--- config.mk ---
export PLATFORM = sky130hd
export DESIGN_NAME = sliding_window_min_max_sum_unit
export DESIGN_NICKNAME = d
export VERILOG_FILES = /design/src/design/swmm_pkg.sv /design/src/design/swmm_csr.sv /design/src/design/swmm_ring.sv /design/src/design/sliding_window_min_max_sum_unit.sv
export SDC_FILE = /design/constraint.sdc
export NUM_CORES = 2
export LEC_CHECK = 0
export ABC_AREA = 0
export BUFFER_PORTS_ARGS = -buffer_cell sky130_fd_sc_hd__buf_2
export CORE_MARGIN = 3
export CORE_UTILIZATION = 63
export DETAILED_ROUTE_END_ITERATION = 10
export HOLD_SLACK_MARGIN = 0.02
export PLACE_DENSITY_LB_ADDON = 0.2
export REMOVE_ABC_BUFFERS = 1
export SLEW_MARGIN = 10
export SYNTH_ARGS = -nofsm -noshare
export SYNTH_HDL_FRONTEND = slang
export SYNTH_SLANG_ARGS = --single-unit
--- constraint.sdc ---
create_clock -name clock -period 8.3 [get_ports clock]
set_input_delay 1.66 -clock clock [delete_from_list [all_inputs] [get_ports clock]]
set_output_delay 1.66 -clock clock [all_outputs]
set_load 0.005 [all_outputs]
--- src/design/swmm_pkg.sv ---
// Shared types and constants for the sliding window min/max/sum unit.
`timescale 1ns / 1ps

package swmm_pkg;

   localparam int SAMPLE_W = 64;
   localparam int LEN_W    = 7;
   localparam int MODE_W   = 2;
   localparam int APB_W    = 32;
   localparam int PADDR_W  = 3;

   // reduction select codes
   localparam logic [MODE_W-1:0] MODE_SUM   = 2'd0;
   localparam logic [MODE_W-1:0] MODE_MIN   = 2'd1;
   localparam logic [MODE_W-1:0] MODE_MAX   = 2'd2;
   localparam logic [MODE_W-1:0] MODE_RANGE = 2'd3;

   // register index (byte address bit 2)
   localparam logic REG_WINDOW_LEN = 1'b0;
   localparam logic REG_MODE       = 1'b1;

   localparam logic [LEN_W-1:0]  WINDOW_LEN_RESET = 7'd1;
   localparam logic [MODE_W-1:0] MODE_RESET       = MODE_SUM;

   typedef struct packed {
      logic [LEN_W-1:0]  window_len;
      logic [MODE_W-1:0] mode;
   } cfg_type;

endpackage

--- src/design/swmm_csr.sv ---
// APB register file holding window length and reduction mode.
`timescale 1ns / 1ps

module swmm_csr
   import swmm_pkg::*;
(
   input  logic               clock,
   input  logic               reset,
   input  logic               psel,
   input  logic               penable,
   input  logic               pwrite,
   input  logic [PADDR_W-1:0] paddr,
   input  logic [APB_W-1:0]   pwdata,
   output logic [APB_W-1:0]   prdata,
   output logic               pready,
   output cfg_type            cfg
);

   cfg_type cfg_ff;
   cfg_type cfg_in;
   logic    reg_index;
   logic    wr_en;

   assign reg_index = paddr[2];
   assign wr_en     = psel && penable && pwrite;
   assign pready    = 1'b1;
   assign cfg       = cfg_ff;

   always_comb begin
      cfg_in = cfg_ff;
      if (wr_en) begin
         unique case (reg_index)
            REG_WINDOW_LEN: cfg_in.window_len = pwdata[LEN_W-1:0];
            REG_MODE:       cfg_in.mode       = pwdata[MODE_W-1:0];
            default:        cfg_in            = cfg_ff;
         endcase
      end
   end

   always_comb begin
      unique case (reg_index)
         REG_WINDOW_LEN: prdata = {{(APB_W-LEN_W){1'b0}}, cfg_ff.window_len};
         REG_MODE:       prdata = {{(APB_W-MODE_W){1'b0}}, cfg_ff.mode};
         default:        prdata = '0;
      endcase
   end

   always_ff @(posedge clock) begin
      if (reset) begin
         cfg_ff.window_len <= WINDOW_LEN_RESET;
         cfg_ff.mode       <= MODE_RESET;
      end else begin
         cfg_ff <= cfg_in;
      end
   end

endmodule

--- src/design/swmm_ring.sv ---
// Sample ring memory: one write port, one read port with registered data.
`timescale 1ns / 1ps

module swmm_ring
   import swmm_pkg::*;
#(
   parameter int DEPTH = 64,
   parameter int AW    = 6
)(
   input  logic                       clock,
   input  logic                       wr_en,
   input  logic [AW-1:0]              wr_addr,
   input  logic signed [SAMPLE_W-1:0] wr_data,
   input  logic                       rd_en,
   input  logic [AW-1:0]              rd_addr,
   output logic signed [SAMPLE_W-1:0] rd_data
);

   logic signed [SAMPLE_W-1:0] mem [DEPTH];
   logic signed [SAMPLE_W-1:0] rd_data_ff;

   assign rd_data = rd_data_ff;

   always_ff @(posedge clock) begin
      if (wr_en) begin
         mem[wr_addr] <= wr_data;
      end
   end

   always_ff @(posedge clock) begin
      if (rd_en) begin
         rd_data_ff <= mem[rd_addr];
      end
   end

endmodule

--- src/design/sliding_window_min_max_sum_unit.sv ---
// Top level: sliding window sum / min / max / range over a signed sample stream.
//
//   channel | direction | handshake             | payload
//   req     | in        | req_valid / req_stall | req_sample, req_restart
//   rsp     | out       | rsp_valid / rsp_stall | rsp_value
//   csr     | in        | APB psel/penable      | paddr, pwdata, prdata
//
// A request that completes a window passes through an accept/write step,
// one memory read per window entry (the window length being clamped to
// WINDOW_MAX), a drain step while the last read data lands and a finish
// step that forms the result. The single read port of the ring sets this.
// A request that yields no result ends with the accept/write step.
// Reset is synchronous; the ring memory is not cleared, since reads never
// go past the samples of the current series. A held result does not block
// the next request; only the finish step waits for the output register.
`timescale 1ns / 1ps

module sliding_window_min_max_sum_unit
   import swmm_pkg::*;
#(
   parameter int WINDOW_MAX = 64
)(
   input  logic                       clock,
   input  logic                       reset,
   // request channel
   input  logic                       req_valid,
   output logic                       req_stall,
   input  logic signed [SAMPLE_W-1:0] req_sample,
   input  logic                       req_restart,
   // result channel
   output logic                       rsp_valid,
   input  logic                       rsp_stall,
   output logic signed [SAMPLE_W-1:0] rsp_value,
   // configuration port
   input  logic                       psel,
   input  logic                       penable,
   input  logic                       pwrite,
   input  logic [PADDR_W-1:0]         paddr,
   input  logic [APB_W-1:0]           pwdata,
   output logic [APB_W-1:0]           prdata,
   output logic                       pready
);

   localparam int AW = (WINDOW_MAX > 1) ? $clog2(WINDOW_MAX) : 1;
   localparam int CW = $clog2(WINDOW_MAX + 1);

   localparam logic [1:0] S_IDLE   = 2'd0;
   localparam logic [1:0] S_READ   = 2'd1;
   localparam logic [1:0] S_DRAIN  = 2'd2;
   localparam logic [1:0] S_FINISH = 2'd3;

   cfg_type cfg;

   logic [1:0]                 state_ff, state_in;
   logic [AW-1:0]              write_slot_ff, write_slot_in;
   logic [CW-1:0]              fill_count_ff, fill_count_in;
   logic [AW-1:0]              rd_addr_ff, rd_addr_in;
   logic [CW-1:0]              remain_ff, remain_in;
   logic                       rd_valid_ff, rd_valid_in;
   logic signed [SAMPLE_W-1:0] sum_ff, sum_in;
   logic signed [SAMPLE_W-1:0] min_ff, min_in;
   logic signed [SAMPLE_W-1:0] max_ff, max_in;
   logic                       rsp_valid_ff, rsp_valid_in;
   logic signed [SAMPLE_W-1:0] rsp_value_ff, rsp_value_in;

   logic                       req_accept;
   logic [AW-1:0]              newest;
   logic [CW-1:0]              len_eff;
   logic [CW-1:0]              fill_next;
   logic                       want_result;
   logic                       out_free;
   logic                       mem_rd_en;
   logic signed [SAMPLE_W-1:0] mem_rd_data;
   logic signed [SAMPLE_W-1:0] result;

   swmm_csr u_csr (
      .clock   (clock),
      .reset   (reset),
      .psel    (psel),
      .penable (penable),
      .pwrite  (pwrite),
      .paddr   (paddr),
      .pwdata  (pwdata),
      .prdata  (prdata),
      .pready  (pready),
      .cfg     (cfg)
   );

   swmm_ring #(
      .DEPTH (WINDOW_MAX),
      .AW    (AW)
   ) u_ring (
      .clock   (clock),
      .wr_en   (req_accept),
      .wr_addr (newest),
      .wr_data (req_sample),
      .rd_en   (mem_rd_en),
      .rd_addr (rd_addr_ff),
      .rd_data (mem_rd_data)
   );

   // Take a request only between windows; the sample goes straight to memory.
   assign req_stall  = (state_ff != S_IDLE);
   assign req_accept = req_valid && (state_ff == S_IDLE);
   assign mem_rd_en  = (state_ff == S_READ);
   assign out_free   = !rsp_valid_ff || !rsp_stall;

   assign rsp_valid = rsp_valid_ff;
   assign rsp_value = rsp_value_ff;

   // A restart puts this sample in slot 0 as the first of a new series.
   assign newest = req_restart ? '0 : write_slot_ff;

   // Clamp the programmed length to the ring depth.
   assign len_eff = (int'(cfg.window_len) > WINDOW_MAX) ? CW'(WINDOW_MAX)
                                                        : CW'(cfg.window_len);

   // Saturating fill count including this sample.
   assign fill_next = req_restart ? CW'(1)
                    : (fill_count_ff == CW'(WINDOW_MAX)) ? fill_count_ff
                    : fill_count_ff + CW'(1);

   assign want_result = (len_eff != '0) && (fill_next >= len_eff);

   always_comb begin
      case (cfg.mode)
         MODE_SUM:   result = sum_ff;
         MODE_MIN:   result = min_ff;
         MODE_MAX:   result = max_ff;
         default:    result = max_ff - min_ff;
      endcase
   end

   // Sequencer: write, walk the window backward from the newest slot, finish.
   always_comb begin
      state_in      = state_ff;
      write_slot_in = write_slot_ff;
      fill_count_in = fill_count_ff;
      rd_addr_in    = rd_addr_ff;
      remain_in     = remain_ff;
      rd_valid_in   = (state_ff == S_READ);
      sum_in        = sum_ff;
      min_in        = min_ff;
      max_in        = max_ff;
      rsp_valid_in  = rsp_valid_ff && rsp_stall;
      rsp_value_in  = rsp_value_ff;

      // fold in data returned by the previous read
      if (rd_valid_ff) begin
         sum_in = sum_ff + mem_rd_data;
         if (mem_rd_data < min_ff) begin
            min_in = mem_rd_data;
         end
         if (mem_rd_data > max_ff) begin
            max_in = mem_rd_data;
         end
      end

      unique case (state_ff)
         S_IDLE: begin
            if (req_accept) begin
               write_slot_in = (newest == AW'(WINDOW_MAX - 1)) ? '0 : newest + AW'(1);
               fill_count_in = fill_next;
               if (want_result) begin
                  state_in   = S_READ;
                  rd_addr_in = newest;
                  remain_in  = len_eff;
                  sum_in     = '0;
                  min_in     = req_sample;
                  max_in     = req_sample;
               end
            end
         end
         S_READ: begin
            // step back one slot, wrapping below zero
            rd_addr_in = (rd_addr_ff == '0) ? AW'(WINDOW_MAX - 1) : rd_addr_ff - AW'(1);
            remain_in  = remain_ff - CW'(1);
            if (remain_ff == CW'(1)) begin
               state_in = S_DRAIN;
            end
         end
         S_DRAIN: begin
            state_in = S_FINISH;
         end
         S_FINISH: begin
            // hold until the output register is free
            if (out_free) begin
               rsp_valid_in = 1'b1;
               rsp_value_in = result;
               state_in     = S_IDLE;
            end
         end
         default: begin
            state_in = S_IDLE;
         end
      endcase
   end

   always_ff @(posedge clock) begin
      if (reset) begin
         state_ff      <= S_IDLE;
         write_slot_ff <= '0;
         fill_count_ff <= '0;
         rd_valid_ff   <= 1'b0;
         rsp_valid_ff  <= 1'b0;
      end else begin
         state_ff      <= state_in;
         write_slot_ff <= write_slot_in;
         fill_count_ff <= fill_count_in;
         rd_valid_ff   <= rd_valid_in;
         rsp_valid_ff  <= rsp_valid_in;
      end
   end

   always_ff @(posedge clock) begin
      rd_addr_ff   <= rd_addr_in;
      remain_ff    <= remain_in;
      sum_ff       <= sum_in;
      min_ff       <= min_in;
      max_ff       <= max_in;
      rsp_value_ff <= rsp_value_in;
   end

   // Read data only ever follows a read cycle.
   a_rd_after_read: assert property (@(posedge clock) disable iff (reset)
      rd_valid_ff |-> $past(state_ff == S_READ))
      else $error("read data without a read");

   // Fill count saturates at the ring depth.
   a_fill_bound: assert property (@(posedge clock) disable iff (reset)
      int'(fill_count_ff) <= WINDOW_MAX)
      else $error("fill count beyond ring depth");

   // Write pointer stays inside the ring.
   a_slot_bound: assert property (@(posedge clock) disable iff (reset)
      int'(write_slot_ff) < WINDOW_MAX)
      else $error("write slot outside ring");

   // The walk never runs with nothing left to read.
   a_remain_live: assert property (@(posedge clock) disable iff (reset)
      (state_ff == S_READ) |-> (remain_ff != '0))
      else $error("window walk with zero entries left");

   // A finished window lands in the output register once it is free.
   a_finish_emits: assert property (@(posedge clock) disable iff (reset)
      (state_ff == S_FINISH) && out_free |=> rsp_valid_ff && (state_ff == S_IDLE))
      else $error("finished window not presented");

endmodule
* Word-level counts from Yosys, hierarchy flattened
Memory sizes are Yosys's and may differ from the RTL's. A register that Yosys moved wholly into a read port is not among the register bits. Index checks and enable logic that the tools add are counted.
Word-level totals: flip-flop bits (word level) 295, RAM bits 4096, input bits 107, output and inout port bits 99, logic and storage cells 94, memories kept 1
Memory list:
- u_ring.mem | words 64, bits a word 64, rd ports 1, clocked after Yosys merged registers in 1, wr ports 1, RTL line swmm_ring.sv:19 | logic signed [SAMPLE_W-1:0] mem [DEPTH];
Operators by class: add/subtract/negate cells 6, magnitude comparators 4, eq/ne operators 12, multiplexer cells 37, bitwise operators 1, reductions and logical operators 20
Operator list (count):
- two-way mux 64 bit | 14
- case mux 64 bit (3 select lines) | 1
- adder 64 bit | 1
- > comparator 64 bit | 1
- less-than comparator 64 bit | 1
- case mux 32 bit (2 select lines) | 1
- subtractor 64 bit | 1
- two-way mux 7 bit | 5
- two-way mux 6 bit | 5
- case mux 7 bit (2 select lines) | 1
- case mux 6 bit (2 select lines) | 1
- two-way mux 2 bit | 4
- case mux 2 bit (4 select lines) | 1
- AND reduction 2 bit | 4
- adder 7 x 1 -> 7 bit, second input constant | 1
- == test 7 x 1 -> 1 bit, second input constant | 1
- == test 7 bit, second input constant | 1
- >= comparator 7 bit | 1
- > comparator 7 bit, second input constant | 1
- nonzero test 7 bit | 1
- subtractor 7 x 1 -> 7 bit, second input constant | 1
- adder 6 x 1 -> 6 bit, second input constant | 1
- == test 2 bit, second input constant | 3
- == test 6 bit, second input constant | 1
- 14 further kinds | 27

* Logic depth before layout (Yosys ltp)
word-level depth 8, mapped depth 20, mapped depth without buffers 19

* Hierarchy
A second synthesis with hierarchy kept.
Second synthesis, totals: cell total of the unflattened synthesis 9342, area, all modules 180545.7 µm²
By module, submodules not included:
- swmm_ring | instances 1, cells each 6598, area an instance 156989.3 µm², sequential area each 124919.8 µm²
- sliding_window_min_max_sum_unit | instances 1, cells each 2670, area an instance 22880.7 µm², sequential area each 6496.2 µm²
- swmm_csr | instances 1, cells each 74, area an instance 675.6 µm², sequential area each 180.2 µm²

* Worst setup path after synthesis
No wires, ideal clock.
kind input port to flip-flop, start point in rsp_stall, end point reg rsp_value_ff[0], in the netlist rsp_value[0], enable pin, setup time 0.584 ns, arrival time 6.301 ns, required time 7.716 ns, setup slack 1.415 ns, stages 1, path buffers 0, path through a21boi_0
On the way: longest elaborated chain between the ends 3
RTL lines:
- from (decl) | RTL line sliding_window_min_max_sum_unit.sv:32 | input logic rsp_stall,
- zero test 1 bit | RTL line sliding_window_min_max_sum_unit.sv:106 | assign out_free = !rsp_valid_ff || !rsp_stall;
- logical OR 1 bit | RTL line sliding_window_min_max_sum_unit.sv:106
- AND reduction 2 bit (no source line)
- to (signal assigned) | RTL line sliding_window_min_max_sum_unit.sv:221 | rsp_value_ff <= rsp_value_in;
- to (decl) | RTL line sliding_window_min_max_sum_unit.sv:64 | logic signed [SAMPLE_W-1:0] rsp_value_ff, rsp_value_in;
No other way between the ends. A chain may end at the register's enable or synchronous reset.

* Worst setup path after layout
start point reg u_ring.rd_data_ff[63], in the netlist u_ring.rd_data[63], read port of u_ring.mem, end point reg max_ff[62]
On the way: longest elaborated chain between the ends 6
RTL lines:
- from (decl) | RTL line swmm_ring.sv:20 | logic signed [SAMPLE_W-1:0] rd_data_ff;
- > comparator 64 bit (*) | RTL line sliding_window_min_max_sum_unit.sv:154 | if (mem_rd_data > max_ff) begin
- two-way mux 64 bit (*) | RTL line sliding_window_min_max_sum_unit.sv:154
- two-way mux 64 bit (*) | RTL line sliding_window_min_max_sum_unit.sv:149 | if (rd_valid_ff) begin
- two-way mux 64 bit | RTL line sliding_window_min_max_sum_unit.sv:164 | if (want_result) begin
- two-way mux 64 bit | RTL line sliding_window_min_max_sum_unit.sv:161 | if (req_accept) begin
- two-way mux 64 bit (*) | RTL line sliding_window_min_max_sum_unit.sv:159 | unique case (state_ff)
- named net max_in[62] | RTL line sliding_window_min_max_sum_unit.sv:62 | logic signed [SAMPLE_W-1:0] max_ff, max_in;
- to (signal assigned) | RTL line sliding_window_min_max_sum_unit.sv:220 | max_ff <= max_in;
- to (decl) | RTL line sliding_window_min_max_sum_unit.sv:62
The timed path passes the listed nets; every way through them passes the cells marked *.

==> metrics.cfg <==
[outcome]
status=finished, final reports clean

[worst_setup_path]
critical_path_arrival_ns=6.21
cp-startpoint=u_ring.rd_data[63]$_DFFE_PP_
cp-end-kind=register
crit_path_start_kind=register
crit_fanout=66
r2r_start=u_ring.rd_data[63]$_DFFE_PP_
critical_path_required_ns=9.15
criticalPathCategory=reg2reg

[clocking]
cts_buffers=432
clk_pin_slew_ns=0.06
root_buffer=clkbuf_16
cts_tree=yes
clk_latency_ns=0.98
clkSinkCount=4455
postCtsSetupBuffers=0
h-tree-depth=5
cts_hold_repair.buffers=0
cts_resized=0
clk_path_buf_depth=4

[synth]
synth_ff_type=edfxtp_1
synth_edf_count=4237
yosysSeqAreaShare=0.731
yosys_warnings=0
synth_cell_types=84
synth_top_area_cell=edfxtp_1
yosys.area.top_type_share=0.706
syn-mean-instance-area_um2=20.8
synth.most_common_cell=edfxtp_1
synth_common_cells=edfxtp_1, mux4_2, nor2_1, clkbuf_1, a21oi_1
synthTopCellsByArea=edfxtp_1, mux4_2, dfxtp_1
async_flop_share=0
synth_cells=8641
ys_ff_latch=4455
syn_area_um2=180000

[timing]
fmax_ghz=0.186
tns_ns=0
rsz0062_at_grt=no
max-slew-margin-rel=0.125
finalSetupViolCount=0
fin_skew_ns=0.0613
fin_crit_ns=5.36
drv_slew=0
period_share=0.646
worstMarginPinSlew_ns=1.31
hold_viol=0

[hold_path]
hp-start=fill_count_ff[1]$_SDFFE_PP0P_
hold_class=reg2reg

[die]
num_io_pins=206
die_x_um=541
dieArea_um2=292000
core_area_um2=283000
row_count=195
start_util=0.636
die_h_um=541

[routing]
wl_per_cell_um=38.3
postRouteWirelength_um=503000
ant_nets=0
viasPerCell=7.26
vias=95500
dr.pass1.iters=8
drc_errors=0
drtIter0Drc=15600

[place]
finalWeightedCongestion=0.926
dp.final_hpwl_um=267000
portBuffers=152
placed_cells=12300

[power]
p_leak_nw=64.9
cellPowerDensity_nw_per_um2=345
ir_worst_vdd_mv=0.289

[global_routing]
grt_max_degree=124
overflow=0
grt.total_usage=0.347
antenna_found_initial=57
first_global_vias=95100
grt_pass1_wl_um=713000

[cells_and_area]
post-route-util=0.706
drive_above_1_share=0.262
syn_to_final_growth_pct=11.1
fin_nets=9391
final_cell_count_no_fill=13100

[flow_run]
drv_cap=0

-- power by group --
group | internal [W] | switching, W
logic | 0.0101 | 0.0133
registers | 0.0257 | 0.000928
clock network | 0.0105 | 0.00850
total | 0.0463 | 0.0227
-- per-layer routing --
metal  track usage  vias up  share of wire
li1              -    37000              -
met1         0.484    49800           0.35
met2         0.535     7494           0.47
met3        0.0972     1147           0.14
met4         0.125       20          0.040
met5             0        -        0.00027
-- cell families (layout without fill, tap and decap cells) --
| logic type | count (synthesis) | count (layout) | synth area share |
|---|---|---|---|
| flops | 4455 | 4455 | 0.731 |
| compound gates | 833 | 833 | 0.0298 |
| buf+inv | 639 | 1349 | 0.0145 |
| fa+ha+maj | 274 | 274 | 0.0191 |
| other cells | 2 | 50 | 0.0000417 |
| xor+xnor | 133 | 133 | 0.00647 |
| mux | 1543 | 1543 | 0.180 |
| simple gates | 762 | 762 | 0.0196 |
-- path summary, 6_finish.rpt --
path	to	slack [ns]	depth (start not counted)
worst min register to register	fill_count_ff[1]$_SDFFE_PP0P_	0.49	2
worst max register to register	max_ff[62]$_DFF_P_	2.94	14
worst max-delay path	max_ff[62]$_DFF_P_	2.94	14
worst min-delay path	fill_count_ff[1]$_SDFFE_PP0P_	0.49	2
-- area by class of cell --
type                       instances  area (um2)
clock buffer                     517       11200
tap                             3743        4680
sequential                      4455      132000
multi-input combinational       3571       46500
clock inverter                   282        2360
antenna                           24        60.1
fill                           16200       83100
timing repair buffer             380        3010
inverter                         170         643
-- per-stage QoR --
stage               hold WS, ns  worst slack, ns  total power (W)  instance area [um2]
floorplan                 0.440           -33.77           0.0430               178000
global placement          0.484             2.62           0.0495               186000
detailed placement        0.487             2.56           0.0498               186000
CTS                       0.496             2.91           0.0689               200000
global route              0.517             2.79           0.0715               200000
finish                    0.490             2.94           0.0690               200000
-- worst max-delay path: stages, from the launching register on --
cell and delay (ns):
edfxtp_1 0.54, ha_1 0.44, nand2_1 0.17, nor3_2 0.33, and4_1 0.36, nand2_1 0.13
or4_1 0.66, o22ai_1 0.18, nor3_1 0.08, mux2_1 0.45, o211ai_4 0.12, buf_4 0.56
buf_4 0.70, nor3_1 0.14, a311oi_1 0.32
-- flip-flops by register name, indices dropped and copies added (netlist names), 6 cells and up --
signal,count
fill_count_ff,7
max_ff,64
min_ff,64
rd_addr_ff,6
remain_ff,7
rsp_value,64
sum_ff,64
u_csr.cfg,9
u_ring.mem,4096
u_ring.rd_data,64
write_slot_ff,6
-- layout by cell type (no fill, tap or decap), drive strengths merged, types with 191 or more instances in the layout --
| cell type | synthesis | routed |
|---|---|---|
| clkinv | 0 | 214 |
| mux4 | 1353 | 1353 |
| ha | 272 | 272 |
| inv | 170 | 191 |
| edfxtp | 4237 | 4237 |
| buf | 177 | 380 |
| dfxtp | 218 | 218 |
| nor2 | 306 | 306 |
| clkbuf | 292 | 517 |
| a21oi | 290 | 290 |
Power figures use the tool's default switching activity.
